===== config.mk =====
export PLATFORM = sky130hd
export DESIGN_NAME = quantized_weight_dot_product_unit
export DESIGN_NICKNAME = d
export VERILOG_FILES = /design/src/hdl/qwdp_pkg.sv /design/src/hdl/qwdp_front.sv /design/src/hdl/qwdp_queue.sv /design/src/hdl/qwdp_back.sv /design/src/hdl/quantized_weight_dot_product_unit.sv
export SDC_FILE = /design/constraint.sdc
export NUM_CORES = 2
export LEC_CHECK = 0
export BUFFER_PORTS_ARGS = -buffer_cell sky130_fd_sc_hd__buf_2
export CAP_MARGIN = 10
export CELL_PAD_IN_SITES_DETAIL_PLACEMENT = 1
export CELL_PAD_IN_SITES_GLOBAL_PLACEMENT = 1
export CORE_MARGIN = 1
export CORE_UTILIZATION = 53
export CTS_BUF_LIST = sky130_fd_sc_hd__clkbuf_8
export CTS_CLUSTER_SIZE = 14
export DETAILED_ROUTE_END_ITERATION = 12
export HOLD_SLACK_MARGIN = 0.05
export PLACE_DENSITY_LB_ADDON = 0.1
export SLEW_MARGIN = 40
export SYNTH_ARGS = -nofsm -noshare
export SYNTH_HDL_FRONTEND = slang
export SYNTH_SLANG_ARGS = --single-unit

===== constraint.sdc =====
create_clock -name clk_i -period 8.8 [get_ports clk_i]
set_input_delay 2.2 -clock clk_i [delete_from_list [all_inputs] [get_ports clk_i]]
set_output_delay 2.2 -clock clk_i [all_outputs]
set_load 0.005 [all_outputs]

===== src/hdl/qwdp_pkg.sv =====
// Shared types and constants for the quantized-weight dot product unit.
`timescale 1ns / 1ps

package qwdp_pkg;

  // Elements per weight block; the position counter wraps here.
  localparam int unsigned BlockElems = 32;
  localparam int unsigned PosW       = 8;

  // Depth of the queue between the front and back parts.
  localparam int unsigned QueueDepth = 4;
  localparam int unsigned QueuePtrW  = $clog2(QueueDepth);

  // Weight code width selected by the mode register.
  localparam logic [1:0] ModeTwoBit   = 2'd0;
  localparam logic [1:0] ModeFourBit  = 2'd1;
  localparam logic [1:0] ModeEightBit = 2'd2;

  // Masks for the packed sub-byte codes.
  localparam logic [7:0] TwoBitMask  = 8'h03;
  localparam logic [7:0] FourBitMask = 8'h0F;

  localparam int unsigned WeightW = 25;
  localparam int unsigned ProdW   = 41;
  localparam int unsigned SumW    = 48;

  // One classified item as it waits in the queue.
  typedef struct packed {
    logic signed [15:0] act;
    logic signed [8:0]  code;
    logic signed [15:0] scale;
    logic signed [23:0] zero;
    logic               last;
  } item_t;

  // Queue status seen by both parts.
  typedef struct packed {
    logic full;
    logic empty;
  } q_stat_t;

endpackage


===== src/hdl/qwdp_front.sv =====
// Front part: accepts items, holds the mode and the position, extracts the weight code.
`timescale 1ns / 1ps

module qwdp_front (
  input  logic                  clk_i,
  input  logic                  rst_ni,
  input  logic                  cfg_valid_i,
  input  logic [1:0]            cfg_data_i,
  input  logic                  in_valid_i,
  output logic                  in_ready_o,
  input  logic [63:0]           in_data_i,
  input  logic                  in_last_i,
  input  qwdp_pkg::q_stat_t     q_stat_i,
  output logic                  push_o,
  output qwdp_pkg::item_t       push_item_o
);

  logic [1:0]                  mode_q;
  logic [qwdp_pkg::PosW-1:0]   pos_q, pos_d;
  logic [qwdp_pkg::PosW:0]     pos_inc;
  logic [7:0]                  byte_w;
  logic [7:0]                  shifted;
  logic signed [8:0]           code;
  logic                        eight_bit;

  assign in_ready_o = !q_stat_i.full;
  assign push_o     = in_valid_i && in_ready_o;
  assign byte_w     = in_data_i[23:16];

  // Mode register; the user must write it only while the block is idle, the block does not enforce this.
  always_ff @(posedge clk_i or negedge rst_ni) begin
    if (!rst_ni) begin
      mode_q <= qwdp_pkg::ModeFourBit;
    end else if (cfg_valid_i) begin
      mode_q <= cfg_data_i;
    end
  end

  // Code selection within the packed byte; the unused mode behaves as eight-bit.
  always_comb begin
    shifted   = byte_w;
    code      = $signed({1'b0, byte_w});
    eight_bit = 1'b0;
    unique case (mode_q)
      qwdp_pkg::ModeTwoBit: begin
        shifted = byte_w >> {pos_q[1:0], 1'b0};
        code    = $signed({1'b0, shifted & qwdp_pkg::TwoBitMask});
      end
      qwdp_pkg::ModeFourBit: begin
        shifted = byte_w >> {pos_q[0], 2'b00};
        code    = $signed({1'b0, shifted & qwdp_pkg::FourBitMask});
      end
      default: begin
        eight_bit = 1'b1;
        code      = $signed({byte_w[7], byte_w});
      end
    endcase
  end

  // Classified item; the zero point drops out in eight-bit mode.
  always_comb begin
    push_item_o.act   = $signed(in_data_i[15:0]);
    push_item_o.code  = code;
    push_item_o.scale = $signed(in_data_i[39:24]);
    push_item_o.zero  = eight_bit ? 24'sd0 : $signed(in_data_i[63:40]);
    push_item_o.last  = in_last_i;
  end

  // Position counter: wraps at the block size and clears at each row end.
  always_comb begin
    pos_inc = {1'b0, pos_q} + 1'b1;
    pos_d   = pos_q;
    if (push_o) begin
      if (in_last_i || (pos_inc >= (qwdp_pkg::PosW+1)'(qwdp_pkg::BlockElems))) begin
        pos_d = '0;
      end else begin
        pos_d = pos_inc[qwdp_pkg::PosW-1:0];
      end
    end
  end

  always_ff @(posedge clk_i or negedge rst_ni) begin
    if (!rst_ni) begin
      pos_q <= '0;
    end else begin
      pos_q <= pos_d;
    end
  end

endmodule


===== src/hdl/qwdp_queue.sv =====
// Short queue of classified items between the front and back parts.
`timescale 1ns / 1ps

module qwdp_queue (
  input  logic                  clk_i,
  input  logic                  rst_ni,
  input  logic                  push_i,
  input  qwdp_pkg::item_t       push_item_i,
  input  logic                  pop_i,
  output qwdp_pkg::item_t       head_o,
  output qwdp_pkg::q_stat_t     stat_o
);

  qwdp_pkg::item_t                 mem_q [qwdp_pkg::QueueDepth];
  logic [qwdp_pkg::QueuePtrW-1:0]  wr_ptr_q, rd_ptr_q;
  logic [qwdp_pkg::QueuePtrW:0]    count_q;

  assign stat_o.full  = (count_q == (qwdp_pkg::QueuePtrW+1)'(qwdp_pkg::QueueDepth));
  assign stat_o.empty = (count_q == '0);
  assign head_o       = mem_q[rd_ptr_q];

  // Item storage.
  always_ff @(posedge clk_i) begin
    if (push_i) begin
      mem_q[wr_ptr_q] <= push_item_i;
    end
  end

  // Pointers and fill count.
  always_ff @(posedge clk_i or negedge rst_ni) begin
    if (!rst_ni) begin
      wr_ptr_q <= '0;
      rd_ptr_q <= '0;
      count_q  <= '0;
    end else begin
      if (push_i) begin
        wr_ptr_q <= wr_ptr_q + 1'b1;
      end
      if (pop_i) begin
        rd_ptr_q <= rd_ptr_q + 1'b1;
      end
      if (push_i && !pop_i) begin
        count_q <= count_q + 1'b1;
      end else if (pop_i && !push_i) begin
        count_q <= count_q - 1'b1;
      end
    end
  end

endmodule


===== src/hdl/qwdp_back.sv =====
// Back part: dequantizes, multiplies and accumulates with saturation, holds the result.
`timescale 1ns / 1ps

module qwdp_back (
  input  logic                  clk_i,
  input  logic                  rst_ni,
  input  qwdp_pkg::item_t       head_i,
  input  qwdp_pkg::q_stat_t     q_stat_i,
  output logic                  pop_o,
  output logic                  out_valid_o,
  input  logic                  out_ready_i,
  output logic [47:0]           out_data_o,
  output logic                  out_user_o
);

  logic                                  advance;
  logic                                  w_valid_q, p_valid_q, out_valid_q;
  logic signed [qwdp_pkg::WeightW-1:0]   code_x, scale_x, zero_x, weight_d;
  logic signed [qwdp_pkg::WeightW-1:0]   w_weight_q;
  logic signed [15:0]                    w_act_q;
  logic                                  w_last_q, p_last_q;
  logic signed [qwdp_pkg::ProdW-1:0]     act_x, weight_x, prod_d, p_prod_q;
  logic signed [qwdp_pkg::SumW-1:0]      acc_q, sat_sum;
  logic signed [qwdp_pkg::SumW:0]        sum_wide;
  logic                                  clip_q, ovf, clip_now;
  logic [47:0]                           out_data_q;
  logic                                  out_user_q;

  // The whole pipeline moves unless a result waits on a stalled receiver.
  assign advance     = !(out_valid_q && !out_ready_i);
  assign pop_o       = advance && !q_stat_i.empty;
  assign out_valid_o = out_valid_q;
  assign out_data_o  = out_data_q;
  assign out_user_o  = out_user_q;

  // Dequantized weight: zero point plus code times scale.
  always_comb begin
    code_x   = qwdp_pkg::WeightW'(head_i.code);
    scale_x  = qwdp_pkg::WeightW'(head_i.scale);
    zero_x   = qwdp_pkg::WeightW'(head_i.zero);
    weight_d = zero_x + code_x * scale_x;
  end

  // Activation times weight, exact.
  always_comb begin
    act_x    = qwdp_pkg::ProdW'(w_act_q);
    weight_x = qwdp_pkg::ProdW'(w_weight_q);
    prod_d   = act_x * weight_x;
  end

  // Accumulate and clamp to the 48-bit range.
  always_comb begin
    sum_wide = (qwdp_pkg::SumW+1)'(acc_q) + (qwdp_pkg::SumW+1)'(p_prod_q);
    ovf      = (sum_wide[qwdp_pkg::SumW] != sum_wide[qwdp_pkg::SumW-1]);
    if (!ovf) begin
      sat_sum = sum_wide[qwdp_pkg::SumW-1:0];
    end else if (sum_wide[qwdp_pkg::SumW]) begin
      sat_sum = {1'b1, {(qwdp_pkg::SumW-1){1'b0}}};
    end else begin
      sat_sum = {1'b0, {(qwdp_pkg::SumW-1){1'b1}}};
    end
    clip_now = clip_q || ovf;
  end

  // Pipeline payload registers.
  always_ff @(posedge clk_i) begin
    if (advance) begin
      w_weight_q <= weight_d;
      w_act_q    <= head_i.act;
      w_last_q   <= head_i.last;
      p_prod_q   <= prod_d;
      p_last_q   <= w_last_q;
      if (p_valid_q && p_last_q) begin
        out_data_q <= sat_sum;
        out_user_q <= clip_now;
      end
    end
  end

  // Stage valids, running sum and clip flag.
  always_ff @(posedge clk_i or negedge rst_ni) begin
    if (!rst_ni) begin
      w_valid_q   <= 1'b0;
      p_valid_q   <= 1'b0;
      out_valid_q <= 1'b0;
      acc_q       <= '0;
      clip_q      <= 1'b0;
    end else if (advance) begin
      w_valid_q   <= pop_o;
      p_valid_q   <= w_valid_q;
      out_valid_q <= p_valid_q && p_last_q;
      if (p_valid_q) begin
        if (p_last_q) begin
          acc_q  <= '0;
          clip_q <= 1'b0;
        end else begin
          acc_q  <= sat_sum;
          clip_q <= clip_now;
        end
      end
    end
  end

endmodule


===== src/hdl/quantized_weight_dot_product_unit.sv =====
// Top level of the quantized-weight dot product unit.
`timescale 1ns / 1ps

// Streaming dot product of Q3.12 activations against 2-, 4- or 8-bit quantized weights.
// The slave channel takes one element per item: activation, packed weight byte, block
// scale and block zero point in tdata, and tlast on the final element of a row. The
// master channel returns one item per row: the saturated Q.24 sum in tdata and, in tuser,
// a flag that the sum clipped at some point in the row.
// The configuration channel writes the 2-bit mode (0 two-bit, 1 four-bit, 2 or 3
// eight-bit signed); it is always ready and should be written only while the unit is idle.
// Throughput is one item per clock while the receiver does not stall. Each element passes
// from the queue through the dequantizing multiply into one register and through the
// activation multiply into the next, with the accumulate feeding the output register.
// When the receiver stalls, the result is held, the pipeline freezes and the
// four-entry queue fills; tready on the slave side then falls until space frees.
// Reset clears the sum, the clip flag, the block position and the queue, and sets the
// mode to four-bit.
module quantized_weight_dot_product_unit (
  input  logic        clk_i,
  input  logic        rst_ni,
  // Configuration write channel
  input  logic        cfg_valid_i,
  output logic        cfg_ready_o,
  input  logic [1:0]  cfg_data_i,
  // Slave stream
  input  logic        s_axis_tvalid,
  output logic        s_axis_tready,
  input  logic [63:0] s_axis_tdata,   // activation, packed_byte, block_scale, block_zero
  input  logic        s_axis_tlast,
  // Master stream
  output logic        m_axis_tvalid,
  input  logic        m_axis_tready,
  output logic [47:0] m_axis_tdata,   // dot_value
  output logic        m_axis_tuser    // saturated
);

  qwdp_pkg::item_t    push_item, head;
  qwdp_pkg::q_stat_t  q_stat;
  logic               push, pop;

  assign cfg_ready_o = 1'b1;

  // Front part: accept and classify.
  qwdp_front u_front (
    .clk_i       (clk_i),
    .rst_ni      (rst_ni),
    .cfg_valid_i (cfg_valid_i),
    .cfg_data_i  (cfg_data_i),
    .in_valid_i  (s_axis_tvalid),
    .in_ready_o  (s_axis_tready),
    .in_data_i   (s_axis_tdata),
    .in_last_i   (s_axis_tlast),
    .q_stat_i    (q_stat),
    .push_o      (push),
    .push_item_o (push_item)
  );

  // Queue between the two parts.
  qwdp_queue u_queue (
    .clk_i       (clk_i),
    .rst_ni      (rst_ni),
    .push_i      (push),
    .push_item_i (push_item),
    .pop_i       (pop),
    .head_o      (head),
    .stat_o      (q_stat)
  );

  // Back part: arithmetic and result register.
  qwdp_back u_back (
    .clk_i       (clk_i),
    .rst_ni      (rst_ni),
    .head_i      (head),
    .q_stat_i    (q_stat),
    .pop_o       (pop),
    .out_valid_o (m_axis_tvalid),
    .out_ready_i (m_axis_tready),
    .out_data_o  (m_axis_tdata),
    .out_user_o  (m_axis_tuser)
  );

endmodule


# After elaboration in Yosys (flattened, before gate mapping)
# Memory sizes are Yosys's and may differ from the RTL's.
# Index checks and enable logic that the tools add are counted.
# word_totals
regBits	202
ramBits	264
input_bits	72
output_inout_bits	52
elab_cells	65
memories	1
# classes
add_sub_neg	7
mul	2
n_lt_le_gt_ge	1
n_eq_ne	3
shift	2
n_mux	11
bitwise	1
reduce_logical	20
# mem_list
name	depth	width	read_ports	rd_ports_with_merged_regs	write_ports	line_no	source
u_queue.mem_q	4	66	1	0	1	qwdp_queue.sv:14	qwdp_pkg::item_t mem_q [qwdp_pkg::QueueDepth];
# op_table
operator	n
$mux 48	3
$add 48x41->49	1
$mul 16x25->41	1
$add 24x25->25	1
$mul 9x16->25	1
$mux 24	1
$pmux 9 s2	1
$add 8x1->9 const B	1
$ge 9x6->1 const B	1
$mux 8	1
$shr 8x3->2	1
$shr 8x3->4	1
$logic_and 1x1->1	6
$logic_not 1->1	6
$mux 3	2
$add 2x1->2 const B	2
$reduce_and 2->1	2
$add 3x1->3 const B	1
$eq 3x3->1 const B	1
$logic_not 3->1	1
$mux 1	3
$sub 3x1->3 const B	1
$eq 2x1->1 const B	1
$logic_not 2->1	1
5 further kinds	6

# Logic depth before layout (Yosys ltp)
# logic_depth
ltp_word	7
depth_mapped	25
mapped_depth_nobuf	24

# Hierarchy
# A second synthesis with hierarchy kept.
# hier_totals
hier_cells	3496
area_unflattened_um2	40286.1
# modules_own_cells
mod	instances	cells_per_inst	area_each_um2	seq_area_each_um2
qwdp_back	1	2979	29184.2	5295.1
qwdp_queue	1	379	9937.0	8102.8
qwdp_front	1	136	1153.6	251.5
quantized_weight_dot_product_unit	1	2	11.3	0.0

# Worst setup path after synthesis
# Ideal clock, no wire load.
# synth_path
path_type	input to register
from	in m_axis_tready
to	reg u_back.out_data_q[0], in the netlist u_back.out_data_o[0] (enable)
setup_ns	0.403
t_arrival_ns	6.351
required_ns	8.397
setup_slack_ns	2.045
path_stages	6
n_path_buf	2
cell_sequence	nand2b_1 clkbuf_1 and2_1 nand2_1 clkbuf_1 inv_1
# synth_between
elab_chain_cells	4
# synth_rtl
item	line_no	source
start, declared	quantized_weight_dot_product_unit.sv:32	input logic m_axis_tready,
$logic_not 1->1	qwdp_back.sv:30	assign advance = !(out_valid_q && !out_ready_i);
$logic_and 1x1->1	qwdp_back.sv:30	
$not 1->1 (no source line)	n/a	
$reduce_and 2->1 (no source line)	n/a	
end signal, assigned	qwdp_back.sv:74	out_data_q <= sat_sum;
end, declared	qwdp_back.sv:26	logic [47:0] out_data_q;
# No other way between the ends.
# A chain may end at the register's enable or synchronous reset.

# Worst setup path in the final report
# layout_path
from	reg u_queue.rd_ptr_q[0] (netlist name)
to	reg u_back.w_weight_q[23] (netlist name) (data pin)
# layout_between
elab_chain_cells	3
# layout_rtl
item	line_no	source
start, declared	qwdp_queue.sv:15	logic [qwdp_pkg::QueuePtrW-1:0] wr_ptr_q, rd_ptr_q;
start signal, assigned	qwdp_queue.sv:40	rd_ptr_q <= rd_ptr_q + 1'b1;
$mem_v2 4x66 (*)	n/a	
$mul 9x16->25	qwdp_back.sv:41	weight_d = zero_x + code_x * scale_x;
$add 24x25->25 (*)	qwdp_back.sv:41	
net u_back.weight_d, one bit	qwdp_back.sv:18	logic signed [qwdp_pkg::WeightW-1:0] code_x, scale_x, zero_x, weight_d;
end signal, assigned	qwdp_back.sv:68	w_weight_q <= weight_d;
end, declared	qwdp_back.sv:19	logic signed [qwdp_pkg::WeightW-1:0] w_weight_q;
# Mark *: on every way through the listed nets, which the timed path passes. The rest lies on a longest branch.

==> out/metrics.yaml <==
die:
  die_h_microns: 275
  core-area_sq_um: 73500
  ios: 124
  rows: 99
  fp.dieArea_sq_um: 75800
  start_util: 0.539
  die_w_microns: 275
detailed_routing:
  via_per_inst: 5.59
  vias: 25800
  wl_met1_microns: 40200
  wl_met3_microns: 3340
  drc: 0
  final_antenna_net_count: 0
  drt-pass1-iter-count: 7
  wl_per_cell_microns: 21.6
  wl_met2_microns: 53000
  routed_wirelength_microns: 99800
  highest_layer: "met5"
  drt_first_iter_violations: 1307
flow_run:
  cap_viol_max_count: 0
yosys:
  synth_edf_count: 393
  synthTopCellsByArea: "edfxtp_1 30%, fa_1 27%, ha_1 6.8%"
  synthAdderAreaFrac: 0.338
  yosysTopAreaCellShare: 0.298
  yosysSeqAreaShare: 0.342
  synth_compound_area_frac: 0.0721
  avgSynthCellArea_sq_um: 11.3
  ys_ff_latch: 462
  synthesis.area_sq_um: 39600
  synth_cells: 3489
  synth-simple-area-share: 0.112
  ys_types: 82
  synth_top_family_by_area: "adder cells"
  syn_nets: 4307
  synth-xor-area-share: 0.0263
  synth_top_flop_cell: "edfxtp_1"
  ys_async_sr_fraction: 0.149
  synth_area_leader_cell: "edfxtp_1"
  synth.area.mux_share: 0.0409
  yosys_warnings: 0
min_path:
  holdPathStages: 1
  worstHoldStart: "u_front.pos_q[7]"
  min_to: "u_front.pos_q[7]"
  hp-class: "reg2reg"
critical_path:
  start_kind: "register"
  cp_max_fo: 38
  critPathMaxStageDelay_ps: 910
  critPathKind: "reg2reg"
  crit_top_cell: "fa_1"
  slowest_stage: "dfrtp_4"
  r2r_slack_ps: 1430
  critical_path_buf_inv_count: 3
  cp.arrival_ps: 7800
  critPathRequiredTime_ps: 9230
  crit_start: "u_queue.rd_ptr_q[0]"
  crit_path_end_kind: "register"
  rr_startpoint: "u_queue.rd_ptr_q[0]"
  r2r_cells: 20
  r2r_end: "u_back.w_weight_q[23]"
  crit_family: "adder cells"
  crit_chain: "mux4_2 -> nand2_1 -> fa_1 -> fa_1 -> inv_1 -> fa_1 -> inv_1 -> fa_1 -> inv_1 -> fa_1 -> ha_1 -> a2111oi_0 -> o21ai_0 -> a311oi_1 -> o211ai_1 -> and3_1 -> nor3_1 -> o21bai_1 -> a21oi_1 -> xnor2_1"
global_route:
  grt_pass1_wl_microns: 159000
  grt_pass1_vias: 29700
  grt_overflow: 0
  grt_max_degree: 66
  grt_usage: 0.272
  antenna_found_initial: 3
timing:
  tns_ps: 0
  post-route-period-util: 0.838
  setup_violations: 0
  hold_viol: 0
  fin_worst_skew_ps: 44.2
  rsz0062_at_grt: "false"
  slew_violations: 0
  clock.fmax_mhz: 136
  worst_pin_slew_ps: 838
  max-slew-margin-rel: 0.441
  period_minus_slack_ps: 7370
clock_tree:
  cts.sink_count: 462
  cts_made_buffers: 79
  clock_latency_ps: 730
  clk_pin_slew_ps: 60
  cts_resized: 0
  cts-htree-levels: 3
  cts_tree: "yes"
  clk_path_buf_depth: 3
  clockRootBuffer: "clkbuf_8"
  hold_buffers: 0
  cts_setup_buffers: 0
layout:
  drive_gt1_frac: 0.0990
  syn_to_final_growth_pct: 8.14
  fin_util: 0.583
  final_nets: 4414
  nFillCells: 7673
  layout.cells.non_filler: 4617
run_status:
  status: "complete, no violations"
placement:
  dpl.cell_count: 4468
  io_buffers: 122
  gp_congestion: 0.912
  dp_hpwl_microns: 77600
[kinds of logic (layout without fill, tap and decap cells)]
kind of cell / Yosys count / after routing
AO/OA/AOI/OAI: 449 / 449
XOR/XNOR: 118 / 118
adder cells (fa/ha/maj): 753 / 753
buffers and inverters: 721 / 888
flip-flops: 462 / 462
multiplexers: 78 / 78
other: 1 / 3
AND/OR/NAND/NOR: 907 / 907
[metal layers]
| layer | vias up | global-route usage |
|---|---|---|
| li1 | 11600 | - |
| met3 | 194 | 0.0319 |
| met4 | 2 | 0.0996 |
| met2 | 501 | 0.498 |
| met1 | 13500 | 0.329 |
| met5 | - | 0 |
[worst max-delay path by stage]
stage | to | cells after the start
finish | u_back.w_weight_q[23] | 20
global route | u_back.w_weight_q[23] | 20
CTS | u_back.w_weight_q[23] | 20
detailed placement | u_back.w_weight_q[24] | 19
global placement | u_back.w_weight_q[24] | 19
floorplan | u_back.out_data_o[0] | 6
[registers in the layout, summed over array words and instances, names as in the netlist]
| signal | count |
|---|---|
| u_back.p_prod_q | 41 |
| u_back.clip_q | 1 |
| u_back.w_weight_q | 25 |
| u_back.p_valid_q | 1 |
| u_front.mode_q | 2 |
| u_front.pos_q | 8 |
| u_queue.count_q | 3 |
| u_queue.mem_q | 260 |
| u_back.out_data_o | 48 |
| u_queue.rd_ptr_q | 2 |
| u_queue.wr_ptr_q | 2 |
| u_back.out_valid_o | 1 |
| u_back.out_user_o | 1 |
| u_back.w_act_q | 16 |
| u_back.w_valid_q | 1 |
| u_back.p_last_q | 1 |
| u_back.w_last_q | 1 |
| u_back.acc_q | 48 |
[stage by stage]
step	setup slack [ps]	instance area, sq um	hold WS (ps)
6_report	1430	42800	490
5_1_grt	1060	42800	505
4_1_cts	1330	42700	493
3_5_place_dp	1530	41200	470
3_3_place_gp	1640	41100	462
2_1_floorplan	2050	39600	400
[worst reg2reg max path: stages (launching register included)]
cell	delay (ps)
dfrtp_4	910
mux4_2	820
nand2_1	180
fa_1	450
fa_1	510
inv_1	50
fa_1	530
inv_1	50
fa_1	470
inv_1	50
fa_1	430
ha_1	370
a2111oi_0	530
o21ai_0	250
a311oi_1	480
o211ai_1	210
and3_1	240
nor3_1	200
o21bai_1	90
a21oi_1	180
xnor2_1	80
[area by class of cell]
class | count | area (sq um) | share of cell area
Multi-Input combinational cell | 2306 | 23400 | 0.546
Sequential cell | 462 | 13500 | 0.316
Inverter | 590 | 2220 | 0.0518
Tap cell | 959 | 1200 | 0.0280
Clock buffer | 83 | 1140 | 0.0267
Timing Repair Buffer | 157 | 995 | 0.0232
Clock inverter | 58 | 355 | 0.00830
Antenna cell | 2 | 5.00 | 0.000117
[synthesized netlist by cell type (5+ instances only)]
master,count
nor2b_1,36
nor3_1,15
edfxtp_1,393
o21a_1,9
and4_1,6
a21o_1,52
and3_1,19
nor2_1,97
o21ai_0,108
mux2_2,6
mux4_2,66
a211oi_1,13
buf_1,13
mux2i_1,5
buf_2,16
xnor2_1,83
xor2_1,34
fa_1,530
o211ai_1,13
a22o_1,5
and2_1,247
o21ai_1,10
o21bai_1,17
dfrtp_1,68
nand3_1,24
ha_1,216
inv_1,589
a21oi_1,125
nand2_1,394
a31oi_1,17
a21boi_0,20
nand2b_1,35
maj3_1,6
a211o_1,7
clkbuf_1,101
nand4_1,14
[layout by cell type, fill, tap and decap left out, types with 52 or more instances in the layout]
cell,Yosys,final
edfxtp_1,393,393
fa_1,530,530
nor2_1,97,97
and2_1,247,247
o21ai_0,108,108
a21o_1,52,52
ha_1,216,216
dfrtp_1,68,66
buf_2,16,121
clkbuf_8,0,83
mux4_2,66,66
inv_1,589,620
xnor2_1,83,83
a21oi_1,125,124
nand2_1,394,393
Power is left out: the tool's default activity adds up to more than one toggle a clock period on the data nets, which glitch-free logic cannot reach.
